[src/hdl/closest_points_between_segments_core_macros.svh]
// Assertion macros used by the top file of the segment core, the only file that asserts.
`ifndef CLOSEST_POINTS_BETWEEN_SEGMENTS_CORE_MACROS_SVH
`define CLOSEST_POINTS_BETWEEN_SEGMENTS_CORE_MACROS_SVH

`ifndef NO_ASSERTIONS
// Check a condition at every clock edge outside reset.
`define CPSC_ASSERT(name, clk, rst, cond) \
  name: assert property (@(posedge clk) disable iff (rst) (cond)) \
    else $error("segment core assertion failed");
// Check that an antecedent implies a consequent in the next cycle.
`define CPSC_ASSERT_NEXT(name, clk, rst, ante, cons) \
  name: assert property (@(posedge clk) disable iff (rst) (ante) |=> (cons)) \
    else $error("segment core assertion failed");
`else
`define CPSC_ASSERT(name, clk, rst, cond)
`define CPSC_ASSERT_NEXT(name, clk, rst, ante, cons)
`endif

`endif

[src/hdl/cpsc_pkg.sv]
package cpsc_pkg;

  localparam int CRD_W     = 32;            // Q16.16 coordinate
  localparam int DIF_W     = CRD_W + 1;     // coordinate difference
  localparam int PRD_W     = 2 * DIF_W;     // product of two differences
  localparam int DOT_W     = PRD_W + 2;     // sum of three products
  localparam int LIMB_W    = DOT_W / 2;     // multiplier limb
  localparam int MAG_W     = 2 * DOT_W;     // product of two dot magnitudes
  localparam int WIDE_W    = MAG_W + 4;     // signed wide word
  localparam int TOL_W     = 24;            // tolerance, Q0.24
  localparam int TPP_W     = TOL_W + LIMB_W;
  localparam int TPP_N     = 4;             // limbs of a*e seen by the tolerance
  localparam int CMP_W     = WIDE_W + TOL_W;
  localparam int DIV_W     = WIDE_W;
  localparam int FAC_FRAC  = 16;
  localparam int FAC_W     = FAC_FRAC + 1;  // Q0.16 with room for 1.0
  localparam int DIV_STEPS = FAC_W;
  localparam int DIV_LAT   = DIV_STEPS + 2;
  localparam int BPP_W     = LIMB_W + FAC_W;
  localparam int PIP_W     = DIF_W + FAC_W + 1;
  localparam int FIFO_DEPTH = 4;
  localparam int FIFO_AW    = 2;

  localparam logic [FAC_W-1:0] FAC_ONE   = FAC_W'(1 << FAC_FRAC);
  localparam logic [TOL_W-1:0] TOL_RESET = TOL_W'(2);

  typedef logic [2:0][CRD_W-1:0] vec_crd_t;
  typedef logic [2:0][DIF_W-1:0] vec_dif_t;

  typedef struct packed {
    vec_crd_t p1;
    vec_dif_t d1;
    vec_crd_t p2;
    vec_dif_t d2;
  } geo_t;

  typedef struct packed {
    logic [DOT_W-1:0] a;
    logic [DOT_W-1:0] b;
    logic [DOT_W-1:0] c;
    logic [DOT_W-1:0] e;
    logic [DOT_W-1:0] f;
    logic             pt1;
    logic             pt2;
  } dots_t;

  typedef struct packed {
    geo_t  geo;
    dots_t dots;
  } fe_t;

  typedef struct packed {
    logic full;
    logic empty;
  } fifo_stat_t;

  typedef enum logic [1:0] {
    SSEL_ZERO,
    SSEL_FIRST,
    SSEL_DIV
  } ssel_t;

  // Sign-extend a coordinate to difference width.
  function automatic logic signed [DIF_W-1:0] sx(input logic [CRD_W-1:0] v);
    return {v[CRD_W-1], v};
  endfunction

endpackage

[src/hdl/cpsc_fifo.sv]
module cpsc_fifo (
  input  logic                 clk,
  input  logic                 rst,
  input  logic                 push,
  input  cpsc_pkg::fe_t        push_item,
  output logic                 q_ready,
  input  logic                 pop,
  output logic                 q_valid,
  output cpsc_pkg::fe_t        pop_item,
  output cpsc_pkg::fifo_stat_t stat
);
  import cpsc_pkg::*;

  fe_t                mem [FIFO_DEPTH];
  logic [FIFO_AW-1:0] wp;
  logic [FIFO_AW-1:0] rp;
  logic [FIFO_AW:0]   cnt;

  assign q_ready    = (cnt != (FIFO_AW + 1)'(FIFO_DEPTH));
  assign q_valid    = (cnt != '0);
  assign pop_item   = mem[rp];
  assign stat.full  = !q_ready;
  assign stat.empty = !q_valid;

  // Store pushed items
  always_ff @(posedge clk) begin
    if (push) begin
      mem[wp] <= push_item;
    end
  end

  // Advance pointers and count
  always_ff @(posedge clk) begin
    if (rst) begin
      wp  <= '0;
      rp  <= '0;
      cnt <= '0;
    end else begin
      if (push) begin
        wp <= wp + 1'b1;
      end
      if (pop) begin
        rp <= rp + 1'b1;
      end
      if (push && !pop) begin
        cnt <= cnt + 1'b1;
      end else if (pop && !push) begin
        cnt <= cnt - 1'b1;
      end
    end
  end

endmodule

[config.mk]
export PLATFORM = sky130hd
export DESIGN_NAME = cpsc_fifo
export DESIGN_NICKNAME = d
export VERILOG_FILES = /design/src/hdl/closest_points_between_segments_core_macros.svh /design/src/hdl/cpsc_pkg.sv /design/src/hdl/cpsc_fifo.sv
export SDC_FILE = /design/constraint.sdc
export NUM_CORES = 2
export LEC_CHECK = 0
export BUFFER_PORTS_ARGS = -buffer_cell sky130_fd_sc_hd__buf_2
export CAP_MARGIN = 40
export CORE_AREA = 5 5 573 575
export DETAILED_ROUTE_END_ITERATION = 10
export DIE_AREA = 0 0 578 580
export PLACE_DENSITY_LB_ADDON = 0.3
export SLEW_MARGIN = 20
export SYNTH_ARGS = -nofsm -noshare
export SYNTH_HDL_FRONTEND = slang
export SYNTH_SLANG_ARGS = --single-unit
[constraint.sdc]
create_clock -name clk -period 27.5 [get_ports clk]
set_input_delay 5.5 -clock clk [delete_from_list [all_inputs] [get_ports clk]]
set_output_delay 5.5 -clock clk [all_outputs]
set_load 0.03 [all_outputs]
==> key figures <==
Clock tree
  – CTS tree: done
  – Post_cts resized: 0
  – Max H-tree Level: 5
  – CTS sink count: 2937
  – # Post-CTS Setup Buffers: 0
  – Clock insertion delay at the later pin of the skew report: 0.89 ns
  – Root Driver: clkbuf_16
  – Post-CTS Hold Buffers: 0
  – CTS clk-pin slew, worst paths: 0.06 ns
  – Clock Path Buffers: 4
  – Total CTS buffers: 313

Min path
  – Worst Hold Path Cells: 2
  – Min-Delay Path Class: reg2reg
  – Endpoint, Worst Hold: cnt[2]
  – Min-delay src: cnt[2]

Synthesis
  – Synthesized area per cell: 27.4 um^2
  – Simple-Gate Fraction of Synth Area: 0.000708
  – Synth Area in XOR/XNOR: 0.000413
  – Mapped Cells: 3870
  – Post-synthesis sequential area ratio: 0.831
  – Post-Synth Adder-Cell Area: 0.000779
  – Syn_nets: 4612
  – Post-synthesis mux area share: 0.156
  – Largest family of logic cells by synthesized area: multiplexers
  – Yosys top cell by area: edfxtp_1
  – Area fraction in compound gates after synthesis: 0.0000944
  – Synth warnings: 0
  – Synth top area cells: edfxtp_1 (83%), mux4_2 (16%), buf_6 (0.57%)
  – Netlist Area Pre-Place: 106000 um^2
  – Synth Register Bits: 2937
  – Synth top area share: 0.829
  – Synth cell types: 20

Timing
  – Slew Limit Fails: 0
  – Final setup vio count: 0
  – Worst slew pin tran: 1.07 ns
  – Peak Freq: 88.5 MHz
  – Max transition margin: 0.283
  – Final worst path period need: 11.30 ns
  – Total negative slack: 0 ns
  – Clock skew: 0.0420 ns
  – Period utilization: 0.411
  – Unrepaired setup endpoints after global routing: no
  – Final hold vios: 0

Layout
  – Final Instance Area: 129000 um^2
  – Post-layout util: 0.400
  – Most frequent cells in the layout: edfxtp_1 (2928), buf_2 (1471), mux4_2 (732)
  – Layout cells sized above 1: 0.467
  – Final #Nets: 6326
  – Most common cell after layout, fill and taps aside: edfxtp_1
  – Post-synthesis to final-layout area growth: 21.9%
  – Fill cells: 28700

Setup path
  – Crit start category: flip-flop
  – Crit path kind: reg2out
  – Cell Chain, Critical Path: buf_4 -> buf_12 -> buf_4 -> buf_16 -> buf_12 -> buf_4 -> buf_16 -> mux4_2 -> buf_2
  – Crit path max fanout: 95
  – Worst Reg-to-Reg Cells: 10
  – Slowest stage cell, crit path: buf_12
  – CP arrival: 5.80 ns
  – R2R Setup Slk: 21.76 ns
  – Worst EP required: 22.00 ns
  – Critical path's largest stage delay: 0.64 ns
  – R2R Path End: mem[2][566]
  – Most frequent cell on the critical path: buf_4
  – RR Startpoint: wp[0]
  – Critical Path End Type: primary output

Placed design
  – Detailed placement HPWL: 200 mm
  – Post-DP Area: 119000 um^2
  – Input/output buffers: 1471
  – Gpl congestion: 0.808

GRT
  – Met3 usage: 0.0709
  – Antenna violations before repair: 258
  – Top Usage Layer GRT: met2
  – GR Util met1: 0.197
  – First-pass GRT wire length: 402 mm
  – Vias in the first global route: 51600
  – Met2 Usage GRT: 0.284
  – GRT Util Overall: 0.167
  – Overflow left after global routing: 0
  – Pin count of the biggest net entering global routing: 147

Outcome
  – Outcome: finished clean

Pwr
  – Max IR drop VDD: 0.0000538 V
  – Internal Dissipation: 7950 uW
  – Part of the power in combinational logic: 0.123
  – Switch share: 0.249
  – Cell area power density: 81.9 nW/um^2
  – Clock share of power: 0.387
  – Sequential Power Share: 0.490
  – Switching power: 2630 uW
  – Leak pwr: 0.0424 uW

Drt
  – Drt pass-1 iters: 5
  – Total Wirelength: 290 mm
  – Post-DRT Antenna Nets: 0
  – Wire per inst: 28.4 um
  – Residual DRC: 0
  – DR iter-0 viols: 4077
  – Via count: 49900
  – Via/cell ratio: 4.88

Floorplan
  – Die Span X: 578 um
  – Core ar.: 323000 um^2
  – Die area: 335000 um^2
  – Initial Util: 0.329
  – # rows: 209
  – I/O Pins: 1472
  – Chip height: 580 um

Flow run
  – MaxCap Viol Count: 0
-- synthesized netlist by cell type --
cell	n
buf_6	54
inv_1	6
mux4_2	732
o21ai_0	1
a21oi_1	1
buf_4	25
edfxtp_1	2928
xor2_1	3
fa_1	1
nor2_1	8
clkbuf_1	16
and2_1	4
mux2i_1	2
nand2_1	2
buf_2	51
or3_1	2
buf_1	18
ha_1	5
dfxtp_1	9
xnor2_1	2
-- through the flow --
step,setup slack (ns),hold WS [ns],power [uW],instances
after detailed placement,16.35,0.502,6610,9589
after global routing,15.60,0.532,11000,10200
after global placement,15.87,0.484,6580,9567
after CTS,15.34,0.510,10700,10200
after floorplan,4.41,0.466,6250,3870
final,16.20,0.510,10600,10200
-- power groups by stage --
stage          logic (uW)  clock network [uW]  registers, uW
3_3_place_gp         1300                   0           5280
5_1_grt              1370                4410           5200
3_5_place_dp         1320                   0           5290
6_report             1300                4090           5190
4_1_cts              1320                4200           5200
2_1_floorplan         814                   0           5440
-- metal layers --
layer / share of wire / wire (um)
met4: 0.029 / 8410
met5: 0.0033 / 956
met3: 0.11 / 32200
met1: 0.36 / 105000
met2: 0.50 / 144000
-- area by class of cell --
| cell class | count | area, um^2 | area share |
|---|---|---|---|
| Timing Repair Buffer | 1563 | 8750 | 0.0677 |
| Multi-Input combinational cell | 763 | 16700 | 0.129 |
| Inverter | 6 | 22.5 | 0.000174 |
| Antenna cell | 69 | 173 | 0.00134 |
| Sequential cell | 2937 | 88100 | 0.682 |
| Clock buffer | 390 | 8230 | 0.0637 |
| Tap cell | 4325 | 5410 | 0.0419 |
| Clock inverter | 172 | 1780 | 0.0138 |
-- kinds of logic after synthesis --
kind of cell,count (synthesis)
and+or+nand+nor,16
AOI/OAI and AO/OA,2
buffers and inverters,170
muxes,734
DFF,2937
adders and majority gates,6
xor gates and xnor gates,5
-- worst max-delay path, delay by kind of cell, from the launching register on --
family	cells	cell delay, ns
buffers and inverters	8	3.41
DFF	1	0.44
muxes	1	0.56
-- registers in the layout, indices dropped and copies added, names as in the netlist, named ones only --
| signal | cells |
|---|---|
| cnt | 3 |
| wp | 2 |
| rp | 2 |
| mem | 2928 |
-- worst max-delay path by stage --
stage,from,to,slack [ns],cells past startpoint
floorplan,push,mem[0][0],4.41,1
global placement,flip-flop,pop_item[695],15.87,7
detailed placement,flip-flop,pop_item[622],16.35,9
CTS,flip-flop,pop_item[622],15.34,9
global route,flip-flop,pop_item[622],15.60,9
finish,flip-flop,pop_item[622],16.20,9
No activity file was read; power rests on OpenSTA's default activity.
